[config.mk]
export PLATFORM = sky130hd
export DESIGN_NAME = multi_channel_power_sequencer
export DESIGN_NICKNAME = d
export VERILOG_FILES = /design/src/mcps_pkg.sv /design/src/multi_channel_power_sequencer.sv /design/src/mcps_cfg_regs.sv /design/src/mcps_channel.sv
export SDC_FILE = /design/constraint.sdc
export NUM_CORES = 1
export LEC_CHECK = 0
export ABC_AREA = 1
export BUFFER_PORTS_ARGS = -buffer_cell sky130_fd_sc_hd__buf_4
export CAP_MARGIN = 20
export CORE_UTILIZATION = 62
export CTS_CLUSTER_DIAMETER = 50
export DETAILED_ROUTE_END_ITERATION = 16
export HOLD_SLACK_MARGIN = 0.12
export PLACE_DENSITY_LB_ADDON = 0.05
export SLEW_MARGIN = 10
export SYNTH_ARGS = -nofsm -noshare
export SYNTH_HDL_FRONTEND = slang
export SYNTH_SLANG_ARGS = --single-unit
export TNS_END_PERCENT = 5
[constraint.sdc]
create_clock -name clk -period 3.7 [get_ports clk]
set_input_delay 0.74 -clock clk [delete_from_list [all_inputs] [get_ports clk]]
set_output_delay 0.74 -clock clk [all_outputs]
set_load 0.01 [all_outputs]
[src/mcps_pkg.sv]
// shared types and constants of the multi-channel power sequencer
package mcps_pkg;

  localparam int CHANNELS  = 4;
  localparam int TIME_BITS = 16;
  localparam int SLOT_BITS = 16;
  localparam int REG_BITS  = 64;
  localparam int IDX_BITS  = 3;
  localparam int FLAG_BITS = 4;

  typedef logic [TIME_BITS-1:0] ticks_t;
  typedef logic [IDX_BITS-1:0]  cfg_index_t;

  localparam ticks_t TIME_MAX = '1;

  localparam logic MODE_TICK    = 1'b0;
  localparam logic MODE_REQUEST = 1'b1;

  localparam cfg_index_t REG_ON_DELAY   = 3'd0;
  localparam cfg_index_t REG_ON_HOLD    = 3'd1;
  localparam cfg_index_t REG_ON_SETTLE  = 3'd2;
  localparam cfg_index_t REG_OFF_DELAY  = 3'd3;
  localparam cfg_index_t REG_OFF_HOLD   = 3'd4;
  localparam cfg_index_t REG_OFF_SETTLE = 3'd5;

  typedef enum logic [1:0] {
    PH_DELAY  = 2'd0,
    PH_HOLD   = 2'd1,
    PH_SETTLE = 2'd2
  } phase_t;

  typedef struct packed {
    ticks_t delay;
    ticks_t hold;
    ticks_t settle;
  } phase_len_t;

  typedef struct packed {
    phase_len_t on;
    phase_len_t off;
  } chan_len_t;

  typedef struct packed {
    logic tick;
    logic req_hit;
    logic turn_on;
  } chan_step_t;

  typedef struct packed {
    logic line;
    logic powered;
    logic running;
    logic rail;
  } chan_status_t;

endpackage

[src/multi_channel_power_sequencer.sv]
// top level of the multi-channel power sequencer
// Each input word is either a time tick (tuser 0) or a power request (tuser 1) for one
// channel or for all channels. Every accepted word produces one result word holding the
// control line, power state, busy and rail-off flags of all channels after the update.
// A word is registered on input; once the output register is free, all channels update
// in parallel and the result lands in it: one word per cycle sustained, with both sides
// free to stall. The phase length registers sit on a separate write port; the user must
// write them only while the block is idle, as the block itself does not enforce this.
module multi_channel_power_sequencer (
  input  logic                          clk,
  input  logic                          rst,
  input  logic                          s_axis_tvalid,
  output logic                          s_axis_tready,
  input  logic [7:0]                    s_axis_tdata,  // channel, all_channels, turn_on
  input  logic                          s_axis_tuser,  // mode
  output logic                          m_axis_tvalid,
  input  logic                          m_axis_tready,
  // control_lines, device_on, busy_res, rail_off
  output logic [15:0]                   m_axis_tdata,
  input  logic                          cfg_valid,
  output logic                          cfg_ready,
  input  mcps_pkg::cfg_index_t          cfg_index,
  input  logic [mcps_pkg::REG_BITS-1:0] cfg_data
);

  localparam int FW = mcps_pkg::FLAG_BITS;
  localparam int CH = mcps_pkg::CHANNELS;

  logic       in_valid;
  logic       in_mode;
  logic [1:0] in_channel;
  logic       in_all;
  logic       in_on;
  logic       advance;

  logic          out_valid;
  logic [FW-1:0] out_lines;
  logic [FW-1:0] out_on;
  logic [FW-1:0] out_busy;
  logic [FW-1:0] out_rail;

  mcps_pkg::chan_len_t    lens   [CH];
  mcps_pkg::chan_step_t   steps  [CH];
  mcps_pkg::chan_status_t status [CH];

  logic [FW-1:0] lines_next;
  logic [FW-1:0] on_next;
  logic [FW-1:0] busy_next;
  logic [FW-1:0] rail_next;

  assign advance       = in_valid && (!out_valid || m_axis_tready);
  assign s_axis_tready = !in_valid || advance;

  always_ff @(posedge clk) begin
    if (rst) begin
      in_valid <= 1'b0;
    end else if (s_axis_tready) begin
      in_valid <= s_axis_tvalid;
    end
  end

  always_ff @(posedge clk) begin
    if (s_axis_tvalid && s_axis_tready) begin
      in_mode    <= s_axis_tuser;
      in_channel <= s_axis_tdata[1:0];
      in_all     <= s_axis_tdata[2];
      in_on      <= s_axis_tdata[3];
    end
  end

  mcps_cfg_regs u_cfg_regs (
    .clk       (clk),
    .rst       (rst),
    .cfg_valid (cfg_valid),
    .cfg_ready (cfg_ready),
    .cfg_index (cfg_index),
    .cfg_data  (cfg_data),
    .lens      (lens)
  );

  for (genvar c = 0; c < CH; c++) begin : g_chan
    assign steps[c].tick    = advance && (in_mode == mcps_pkg::MODE_TICK);
    assign steps[c].req_hit = advance && (in_mode == mcps_pkg::MODE_REQUEST) &&
                              (in_all || (in_channel == 2'(c)));
    assign steps[c].turn_on = in_on;

    mcps_channel u_channel (
      .clk    (clk),
      .rst    (rst),
      .step   (steps[c]),
      .lens   (lens[c]),
      .status (status[c])
    );
  end

  always_comb begin
    lines_next = '0;
    on_next    = '0;
    busy_next  = '0;
    rail_next  = '0;
    for (int c = 0; c < CH; c++) begin
      lines_next[c] = status[c].line;
      on_next[c]    = status[c].powered;
      busy_next[c]  = status[c].running;
      rail_next[c]  = status[c].rail;
    end
  end

  always_ff @(posedge clk) begin
    if (rst) begin
      out_valid <= 1'b0;
    end else if (advance) begin
      out_valid <= 1'b1;
    end else if (m_axis_tready) begin
      out_valid <= 1'b0;
    end
  end

  always_ff @(posedge clk) begin
    if (advance) begin
      out_lines <= lines_next;
      out_on    <= on_next;
      out_busy  <= busy_next;
      out_rail  <= rail_next;
    end
  end

  assign m_axis_tvalid = out_valid;
  assign m_axis_tdata  = {out_rail, out_busy, out_on, out_lines};

`ifndef SYNTH
  a_rail_means_idle_off: assert property (@(posedge clk) disable iff (rst)
    out_valid |-> ((out_rail & (out_on | out_busy)) == '0))
    else $error("rail-off pulse on a channel that is on or still busy");

  a_line_means_busy: assert property (@(posedge clk) disable iff (rst)
    out_valid |-> ((out_lines & ~out_busy) == '0))
    else $error("control line asserted on an idle channel");

  a_request_no_rail: assert property (@(posedge clk) disable iff (rst)
    (advance && (in_mode == mcps_pkg::MODE_REQUEST)) |=> (out_rail == '0))
    else $error("rail-off pulse in the result of a request");

  a_reset_empty: assert property (@(posedge clk)
    rst |=> (!out_valid && !in_valid))
    else $error("pipeline not empty after reset");
`endif

endmodule

[src/mcps_cfg_regs.sv]
// phase length registers and per channel slot extraction
module mcps_cfg_regs (
  input  logic                          clk,
  input  logic                          rst,
  input  logic                          cfg_valid,
  output logic                          cfg_ready,
  input  mcps_pkg::cfg_index_t          cfg_index,
  input  logic [mcps_pkg::REG_BITS-1:0] cfg_data,
  output mcps_pkg::chan_len_t           lens [mcps_pkg::CHANNELS]
);

  logic [mcps_pkg::REG_BITS-1:0] on_delay;
  logic [mcps_pkg::REG_BITS-1:0] on_hold;
  logic [mcps_pkg::REG_BITS-1:0] on_settle;
  logic [mcps_pkg::REG_BITS-1:0] off_delay;
  logic [mcps_pkg::REG_BITS-1:0] off_hold;
  logic [mcps_pkg::REG_BITS-1:0] off_settle;

  assign cfg_ready = 1'b1;

  always_ff @(posedge clk) begin
    if (rst) begin
      on_delay   <= '0;
      on_hold    <= '0;
      on_settle  <= '0;
      off_delay  <= '0;
      off_hold   <= '0;
      off_settle <= '0;
    end else if (cfg_valid) begin
      case (cfg_index)
        mcps_pkg::REG_ON_DELAY:   on_delay   <= cfg_data;
        mcps_pkg::REG_ON_HOLD:    on_hold    <= cfg_data;
        mcps_pkg::REG_ON_SETTLE:  on_settle  <= cfg_data;
        mcps_pkg::REG_OFF_DELAY:  off_delay  <= cfg_data;
        mcps_pkg::REG_OFF_HOLD:   off_hold   <= cfg_data;
        mcps_pkg::REG_OFF_SETTLE: off_settle <= cfg_data;
        default: ;
      endcase
    end
  end

  for (genvar c = 0; c < mcps_pkg::CHANNELS; c++) begin : g_slot
    localparam int LO = mcps_pkg::SLOT_BITS * c;
    assign lens[c].on.delay   = on_delay[LO +: mcps_pkg::TIME_BITS];
    assign lens[c].on.hold    = on_hold[LO +: mcps_pkg::TIME_BITS];
    assign lens[c].on.settle  = on_settle[LO +: mcps_pkg::TIME_BITS];
    assign lens[c].off.delay  = off_delay[LO +: mcps_pkg::TIME_BITS];
    assign lens[c].off.hold   = off_hold[LO +: mcps_pkg::TIME_BITS];
    assign lens[c].off.settle = off_settle[LO +: mcps_pkg::TIME_BITS];
  end

endmodule

[src/mcps_channel.sv]
// state and phase sequencing of one channel
module mcps_channel (
  input  logic                   clk,
  input  logic                   rst,
  input  mcps_pkg::chan_step_t   step,
  input  mcps_pkg::chan_len_t    lens,
  output mcps_pkg::chan_status_t status
);

  mcps_pkg::phase_t phase;
  mcps_pkg::phase_t phase_next;
  logic             powered;
  logic             powered_next;
  logic             running;
  logic             running_next;
  logic             line_level;
  logic             line_level_next;
  mcps_pkg::ticks_t elapsed;
  mcps_pkg::ticks_t elapsed_next;

  mcps_pkg::phase_len_t dir_len;
  mcps_pkg::ticks_t     cur_len;
  mcps_pkg::ticks_t     count_up;
  logic                 phase_done;
  logic                 rail;

  always_comb begin
    dir_len  = powered ? lens.off : lens.on;
    count_up = (elapsed == mcps_pkg::TIME_MAX) ? elapsed : elapsed + mcps_pkg::ticks_t'(1);
    case (phase)
      mcps_pkg::PH_HOLD:   cur_len = dir_len.hold;
      mcps_pkg::PH_SETTLE: cur_len = dir_len.settle;
      default:             cur_len = dir_len.delay;
    endcase
    phase_done = count_up >= cur_len;
  end

  always_comb begin
    phase_next      = phase;
    powered_next    = powered;
    running_next    = running;
    line_level_next = line_level;
    elapsed_next    = elapsed;
    rail            = 1'b0;
    if (step.tick && running) begin
      if (!phase_done) begin
        elapsed_next = count_up;
      end else begin
        elapsed_next = '0;
        case (phase)
          mcps_pkg::PH_HOLD: begin
            line_level_next = 1'b0;
            phase_next      = mcps_pkg::PH_SETTLE;
          end
          mcps_pkg::PH_SETTLE: begin
            phase_next   = mcps_pkg::PH_DELAY;
            running_next = 1'b0;
            rail         = powered;
            powered_next = !powered;
          end
          default: begin
            line_level_next = 1'b1;
            phase_next      = mcps_pkg::PH_HOLD;
          end
        endcase
      end
    end
    if (step.req_hit && (powered != step.turn_on)) begin
      running_next = 1'b1;
      elapsed_next = '0;
    end
  end

  always_ff @(posedge clk) begin
    if (rst) begin
      phase      <= mcps_pkg::PH_DELAY;
      powered    <= 1'b0;
      running    <= 1'b0;
      line_level <= 1'b0;
      elapsed    <= '0;
    end else begin
      phase      <= phase_next;
      powered    <= powered_next;
      running    <= running_next;
      line_level <= line_level_next;
      elapsed    <= elapsed_next;
    end
  end

  assign status.line    = line_level_next;
  assign status.powered = powered_next;
  assign status.running = running_next;
  assign status.rail    = rail;

endmodule
Word-level counts from Yosys, hierarchy flattened
Index checks and enable logic that the tools add are counted.
- register bits: 491
- latch bits: 0
- RAM bits: 0
- ROM bits: 0
- input bits: 81
- output and inout port bits: 19
- memories: 0
- $add $sub $neg: 4
- $mul: 0
- div/mod/pow operators: 0
- magnitude comparators: 4
- eq/ne operators: 24
- shift operators: 0
- mux-type cells: 62
- bitwise logic cells: 1
- reductions and logical operators: 49
- operators by type and width (cell ; number):
    $mux 48 ; 4
    $mux 16 ; 8
    $pmux 16 s2 ; 4
    $add 16x1->16 const B ; 4
    $eq 16x16->1 const B ; 4
    $ge 16x16->1 ; 4
    $mux 1 ; 38
    $reduce_and 2->1 ; 10
    $logic_and 1x1->1 ; 16
    $pmux 2 s2 ; 4
    $eq 2x2->1 const B ; 6
    $reduce_and 3->1 ; 4
    $eq 2x1->1 const B ; 5
    $pmux 1 s2 ; 4
    $reduce_or 2->1 ; 4
    $eq 3x2->1 const B ; 2
    $eq 3x3->1 const B ; 2
    $logic_not 1->1 ; 6
    $logic_or 1x1->1 ; 6
    $ne 1x1->1 ; 4
    $eq 3x1->1 const B ; 1
    $logic_not 3->1 ; 1
    $logic_not 2->1 ; 1
    $reduce_bool 2->1 ; 1
    $not 1->1 ; 1

Logic depth before layout (Yosys ltp)
Gate-level depths: netlist of the first run.
- depth in word-level cells: 7
- gate-level depth with buffers: 21
- depth with buffers taken out: 21

Modules after synthesis
Synthesis of the first run repeated with hierarchy kept, for this count alone.
- cell total of the unflattened synthesis: 3938
- area total of the unflattened synthesis: 26272.7 um2
- by module, submodules not included (module ; instances ; cells each ; area an instance (um2) ; seq. area each (um2)):
    mcps_cfg_regs ; 1 ; 2169 ; 15055.7 ; 7687.4
    mcps_channel at g_chan[1].u_channel ... ; 2 ; 432 ; 2580.0 ; 420.4
    mcps_channel at g_chan[0].u_channel ; 1 ; 429 ; 2638.8 ; 420.4
    mcps_channel at g_chan[3].u_channel ; 1 ; 429 ; 2636.3 ; 420.4
    multi_channel_power_sequencer ; 1 ; 47 ; 782.0 ; 670.6

Least setup slack after synthesis of the first run
No wires, ideal clock.
- path type: flip-flop to flip-flop
- start: register g_chan[1].u_channel.elapsed[0]
- end: register g_chan[1].u_channel.elapsed[10]
- setup time: 0.066 ns
- arrival: 2.562 ns
- data required time: 3.634 ns
- slack: 1.072 ns
- stages on the path, launching flop included: 22
- period minus slack after synthesis: 2.628 ns
- cells stage by stage: dfxtp_1 -> ha_1 -> nand2_2 -> nor2_4 -> nand2_2 -> nor2_4 -> inv_2 -> buf_6 -> nand2_2 -> ha_1 -> nand2_1 -> inv_1 -> nand2_1 -> nand2_1 -> nor2_1 -> nand2_1 -> nand2_1 -> nand2_1 -> nor2_4 -> buf_4 -> nand2_1 -> a21oi_2
- longest elaborated chain between the ends: 4
- elaborated cells between the ends (all ways): 5
- classes of those cells: add/sub: 1; order compare: 1; eq/ne: 1; mux: 2
- ends and longest elaborated chain (element ; RTL line ; text):
    start, declared ; mcps_channel.sv:18 ; mcps_pkg::ticks_t elapsed;
    start signal, assigned ; mcps_channel.sv:86 ; elapsed <= elapsed_next;
    $add 16x1->16 or $eq 16x16->1 (tied branches) ; mcps_channel.sv:29 ; count_up = (elapsed == mcps_pkg::TIME_MAX) ? elapsed : elapsed + mcps_pkg::ticks_t'(1);
    $mux 16 (*) ; mcps_channel.sv:29 ;
    $ge 16x16->1 ; mcps_channel.sv:35 ; phase_done = count_up >= cur_len;
    $mux 16 (*) ; mcps_channel.sv:46 ; if (!phase_done) begin
Every way passes the cells marked *; elsewhere a longest branch is shown, timed or not.
A chain may end at the register's enable or synchronous reset.

Worst setup path in the final report of the first run
- start: register g_chan[2].u_channel.phase[0]
- end: register g_chan[2].u_channel.elapsed[12]
- longest elaborated chain between the ends: 4
- elaborated cells between the ends (all ways): 5
- classes of those cells: order compare: 1; eq/ne: 2; mux: 2
- ends and longest elaborated chain (element ; RTL line ; text):
    start, declared ; mcps_channel.sv:10 ; mcps_pkg::phase_t phase;
    start signal, assigned ; mcps_channel.sv:76 ; phase <= mcps_pkg::PH_DELAY;
    start signal, assigned ; mcps_channel.sv:82 ; phase <= phase_next;
    $eq 2x2->1 or $eq 2x1->1 (tied branches) ; mcps_channel.sv:30 ; case (phase)
    $pmux 16 s2 (*) ; mcps_channel.sv:30 ;
    $ge 16x16->1 (*) ; mcps_channel.sv:35 ;
    $mux 16 (*) ; mcps_channel.sv:46 ;
    end signal, assigned ; mcps_channel.sv:86 ;
    end, declared ; mcps_channel.sv:18 ;
Marks and branches as above.

==> out/qor.csv, run 1 <==
metric;value;unit
I/O Pins;100;
relative slew slack;27.2;%
Leak Pwr;11.3;nW
Logic pwr share;6.2;%
drt via density;5.79;
routed wire length per instance;17.0;µm
Seq pwr share;47.7;%
Syn Inst Count;3327;
DRT iter0 DRCs;1681;
FF-to-FF Start;g_chan[2].u_channel.phase[0];
Worst-path clk slew;0.06;ns
Synth warnings;0;
CP endpoint kind;flip-flop;
clock latency at the later pin of the worst-skew pair;0.61;ns
Power Dens Cells;445;nW/µm²
number of detailed-route iterations in the first pass;6;
row count;70;
RSZ-0062 raised after global routing;no;
post-synthesis xor/xnor area fraction;1.61;%
NumNets Final;3481;
ANT nets after route;0;
clk_skew;0.0183;ns
Critical Path AT;3.82;ns
R2R Path End;g_chan[2].u_channel.elapsed[12];
CTS tree;built;
largest net degree at the start of global routing;141;
GP Congestion;0.881;
mapped cell area;23400;µm²
final setup vio count;0;
Total GRT Usage;33.8;%
simple-gate area share of the yosys netlist;23.3;%
Core Region;36900;µm²
post-DP HPWL;38800;µm
Syn Area/Cell;7.04;µm²
CP required;4.20;ns
hold path endpoint;in_mode;
CTS resizes;0;
chip height;196;µm
Cell variety after synth;41;
reg-to-reg slack, setup;0.38;ns
leading cell type in the layout, fill and taps excluded;nor2_1;
CTS H-tree lvls;2;
Worst-Margin Slew;1.09;ns
root buffer cell;clkbuf_16;
sequential element share of the synthesized area;42.9;%
vias;22391;
number of synthesized flops with an enable pin;21;
Starting Density;63.5;%
asr flop ratio synth;0;%
layout cells sized above 1;9.32;%
leading register cell type out of synthesis;dfxtp_1;
die width;196;µm
largest family of logic cells by synthesized area;simple AND/OR/NAND/NOR gates;
Synth Net Count;3488;
clock share of power;46.1;%
compound-gate portion of the synthesized area;21.3;%
total power;11.6;mW
Routed Wire Length;65900;µm
post-synthesis adder-cell area fraction;4.27;%
DRC;0;
die area;38600;µm²
I/O Buffers;94;
status;completed;
Sw Ratio;23.9;%
first-pass GRT wire length;106000;µm
Max IR drop VDD;0.379;mV
Clock Sinks;491;
Longest Clk Path Bufs;3;
post-synthesis mux area share;0;%
Startpoint Class;flip-flop;
HP Start;s_axis_tuser;
vias in the first global route;21024;
Max Cap Violations;0;
Fin. Hold Viols;0;
antenna violations before repair;4;
period utilization;89.8;%
hold depth;1;
Int Pwr;8.87;mW
fin crit period;3.32;ns
r2r worst-path depth;14;
grt total ovfl;0;
Area Overhead vs Synth;11.7;%
Hold Buf Count CTS;0;
WS Path Type;reg2reg;
f_max;301;MHz
commonest cells after routing, fill and taps aside;856 x nor2_1, 618 x o21ai_0, 470 x dfxtp_1;
critical path peak fanout;16;
final slew viol count;0;
NetSw;2.78;mW
post-CTS setup buffers;0;
total CTS buffers;53;
Hold WC Path Type;in2reg;
FF+latch count, synth;491;
setup TNS;0;ns
layer usage:
metal	up-vias	global-route usage, %	share of wire [%]	wire [µm]
met2	968	56.3	46	30400
li1	10916	-	-	-
met1	10355	43.7	42	27400
met4	0	13.1	3.3	2170
met3	152	5.97	9.0	5940
met5	-	0	0	0
through the flow:
| stage | utilization [%] | setup WS (ns) | hold WS (ns) | area (µm²) | std cells |
|---|---|---|---|---|---|
| final | 71.0 | 0.379 | 0.309 | 26200 | 3868 |
| after global routing | 71.0 | 0.0889 | 0.304 | 26200 | 3868 |
| after CTS | 70.9 | 0.440 | 0.291 | 26100 | 3863 |
| after detailed placement | 66.1 | 0.528 | 0.443 | 24400 | 3768 |
| after global placement | 66.1 | 0.590 | 0.434 | 24400 | 3768 |
| after floorplan | - | 1.07 | 0.425 | 23400 | 3327 |
cell type report:
type / instances / area, µm²
fillers: 3035 / 10700
well taps: 504 / 631
clock buffers: 80 / 1580
flip-flops and latches: 491 / 10000
diodes: 4 / 10.0
multi-input cells: 2436 / 11900
clock inverters: 15 / 169
repair buffers: 141 / 1130
inverters: 197 / 747
worst max path at each step:
| stage | start | end | slack (ns) |
|---|---|---|---|
| floorplan | g_chan[1].u_channel.elapsed[0] | g_chan[1].u_channel.elapsed[10] | 1.07 |
| global placement | g_chan[1].u_channel.elapsed[0] | g_chan[1].u_channel.elapsed[12] | 0.59 |
| detailed placement | g_chan[1].u_channel.elapsed[0] | g_chan[1].u_channel.elapsed[15] | 0.53 |
| CTS | g_chan[2].u_channel.phase[0] | g_chan[2].u_channel.elapsed[12] | 0.44 |
| global route | g_chan[2].u_channel.phase[1] | g_chan[2].u_channel.elapsed[12] | 0.09 |
| finish | g_chan[2].u_channel.phase[0] | g_chan[2].u_channel.elapsed[12] | 0.38 |
state kept, by name (all words and copies together) (netlist names), 8 cells and up:
name / count
u_cfg_regs.off_settle: 64
u_cfg_regs.on_delay: 64
g_chan.u_channel.phase: 8
u_cfg_regs.on_hold: 64
u_cfg_regs.on_settle: 64
g_chan.u_channel.elapsed: 64
u_cfg_regs.off_hold: 64
u_cfg_regs.off_delay: 64
power by group through the flow:
stage,Combinational [mW],Sequential (mW),Clock (mW)
2_1_floorplan,0.432,5.65,0
3_3_place_gp,0.682,5.66,0
3_5_place_dp,0.707,5.67,0
4_1_cts,0.712,5.55,5.40
5_1_grt,0.806,5.57,5.63
6_report,0.726,5.55,5.37
cells by family (layout without fill, tap and decap cells):
| family | count (synthesis) | count (layout) |
|---|---|---|
| flip-flops | 491 | 491 |
| XOR/XNOR | 43 | 43 |
| AO/OA/AOI/OAI | 968 | 968 |
| other | 1 | 5 |
| AND/OR/NAND/NOR | 1344 | 1344 |
| buffers and inverters | 400 | 433 |
| adder cells (fa/ha/maj) | 80 | 80 |
worst max-delay path: stages, from the launching register on:
cell and delay [ns]:
dfxtp_1 0.38, inv_1 0.07, ha_1 0.32, inv_1 0.48
a21oi_1 0.10, o21ai_0 0.12, o21ai_0 0.14, ha_1 0.31
a21oi_1 0.15, o21ai_0 0.08, a21oi_1 0.19, nand2_1 0.21
nor2_4 0.39, nand2_1 0.10, a21oi_1 0.17
synthesized netlist by cell type, types with 2 or more instances:
master	number	area share [%]
buf_4	4	0.13
o22ai_1	59	1.6
buf_1	5	0.080
buf_2	22	0.47
nand3_2	4	0.17
o211ai_1	12	0.38
nand3b_1	6	0.19
o21ai_0	618	13
nor2_2	8	0.21
xnor2_1	10	0.37
clkbuf_1	168	2.7
buf_6	3	0.14
nand2_1	334	5.4
nand4_1	17	0.45
a31oi_1	4	0.11
inv_2	10	0.16
a21oi_2	3	0.11
nand4_2	3	0.16
dfxtp_1	470	40
nand3_1	46	0.98
nand2_2	38	1.0
edfxtp_1	21	2.7
a21oi_1	258	5.5
inv_1	185	3.0
nor2_4	11	0.53
nor3_1	11	0.24
or2_2	3	0.080
xor2_1	33	1.2
ha_1	80	4.3
o21ai_1	11	0.24
nor3_2	2	0.085
nor2_1	858	14
clkinv_1	2	0.032
No activity file was read; power rests on OpenSTA's default activity.
==> run 2, diff against run 1 <==
CORE_UTILIZATION = 65   (was 62)
CTS_BUF_LIST = sky130_fd_sc_hd__clkbuf_4 sky130_fd_sc_hd__clkbuf_8   (was not set)
clock period = 4.1 ns   (was 3.7 ns; I/O delays follow)
==> run 2 against run 1 <==
  * Final cell count about the same
  * Largest power group unchanged
  * Combinational power decreased by 10%
  * First-iteration DRC count increased by 9.3%
  * Global-route usage increased by 1.5 points
  * Register-to-register slack improved by 0.29 ns
  * Via count increased by 0.81%
  * Highest routed layer is now met5
  * Routed wire length decreased by 0.65%
  * Sequential share of layout area increased by 0.19 points
==> out/qor.csv, run 2 (synthesized netlist as in run 1, its figures left out) <==
metric;value;unit
relative slew slack;22.8;%
chip height;192;µm
dpl cells;3716;
Max IR drop VDD;0.380;mV
Hold Buf Count CTS;0;
ANT nets after route;0;
total CTS buffers;79;
placed cell area;24200;µm²
Hold WC Path Type;in2reg;
Total GRT Usage;35.4;%
Power Dens Cells;399;nW/µm²
Starting Density;66.0;%
WS Path Type;reg2reg;
Worst Slack Setup Final;0.668;ns
total power;10.4;mW
largest net degree at the start of global routing;147;
final std cells w/o fill;3865;
row count;69;
worst slack at placement;0.825;ns
leading cell type in the layout, fill and taps excluded;nor2_1;
CTS resizes;0;
Startpoint Class;flip-flop;
CP endpoint kind;flip-flop;
vias;22573;
final core utilization;73.4;%
setup TNS;0;ns
Clock Sinks;491;
fin crit period;3.43;ns
CP required;4.65;ns
DRT iter0 DRCs;1838;
die width;192;µm
Longest Clk Path Bufs;3;
clock latency at the later pin of the worst-skew pair;0.64;ns
Routed Wire Length;65500;µm
Multi-input gate area;11900;µm²
drt via density;5.84;
root buffer cell;clkbuf_8;
routed wire length per instance;16.9;µm
critical path peak fanout;17;
Leak Pwr;11.3;nW
CTS tree;built;
Area Overhead vs Synth;11.1;%
RSZ-0062 raised after global routing;no;
layout cells sized above 1;10.6;%
Worst-path clk slew;0.06;ns
antenna violations before repair;4;
DRC;0;
Critical Path AT;3.98;ns
Fin. Hold Viols;0;
die area;36800;µm²
Reg area;10000;µm²
I/O Buffers;94;
status;completed;
vias in the first global route;20881;
f_max;291;MHz
Final Hold Slack;0.363;ns
commonest cells after routing, fill and taps aside;856 x nor2_1, 618 x o21ai_0, 470 x dfxtp_1;
Core Region;35500;µm²
CTS H-tree lvls;3;
final instance area;26000;µm²
final slew viol count;0;
Worst-Margin Slew;1.16;ns
GP Congestion;0.878;
clk_skew;0.0248;ns
number of detailed-route iterations in the first pass;5;
I/O Pins;100;
final setup vio count;0;
post-DP HPWL;38900;µm
post-CTS setup buffers;0;
grt total ovfl;0;
NumNets Final;3497;
first-pass GRT wire length;105000;µm
Max Cap Violations;0;
Fill cells;2889;
period utilization;83.7;%
[run 2: final timing paths]
| check | slack [ns] | cells past startpoint | to | start |
|---|---|---|---|---|
| hold reg to reg | 0.45 | 2 | u_cfg_regs.off_delay[13] | u_cfg_regs.off_delay[13] |
| setup / recovery | 0.67 | 17 | g_chan[0].u_channel.elapsed[5] | g_chan[0].u_channel.phase[1] |
| setup reg to reg | 0.67 | 17 | g_chan[0].u_channel.elapsed[5] | g_chan[0].u_channel.phase[1] |
| hold / removal | 0.36 | 1 | in_all | s_axis_tdata[2] |
[run 2: area by class of cell]
cell class / instances / share of cell area [%]
Multi-Input combinational cell: 2436 / 45.6
Sequential cell: 491 / 38.6
Antenna cell: 2 / 0.0192
Clock buffer: 117 / 5.75
Timing Repair Buffer: 131 / 3.87
Inverter: 197 / 2.87
Clock inverter: 30 / 1.15
Tap cell: 461 / 2.22
[run 2: power by group]
group	leakage (nW)	switching, mW	total, mW	internal [mW]
Clock	0.946	2.00	4.73	2.73
Sequential	4.02	0.0641	5.01	4.95
Combinational	6.31	0.446	0.652	0.206
[run 2: worst max-delay path: stages, from the launching register on]
cell and delay, ns:
dfxtp_1 0.33, inv_1 0.08, ha_1 0.69, o21ai_0 0.26
o22ai_1 0.22, o21ai_0 0.12, ha_1 0.32, nand2_1 0.08
inv_1 0.04, nand2_1 0.08, nor2_1 0.06, nor2_1 0.09
nand2_1 0.07, nand2_1 0.06, nand2_1 0.19, nor2_4 0.38
nand2_1 0.10, a21oi_1 0.17
[run 2: per-layer routing]
metal	share of wire, %	track usage, %	vias to the layer above
met4	3.9	16.7	4
met1	41	45.9	10404
li1	-	-	10974
met2	46	56.9	1013
met5	0.043	0	-
met3	8.7	6.30	178
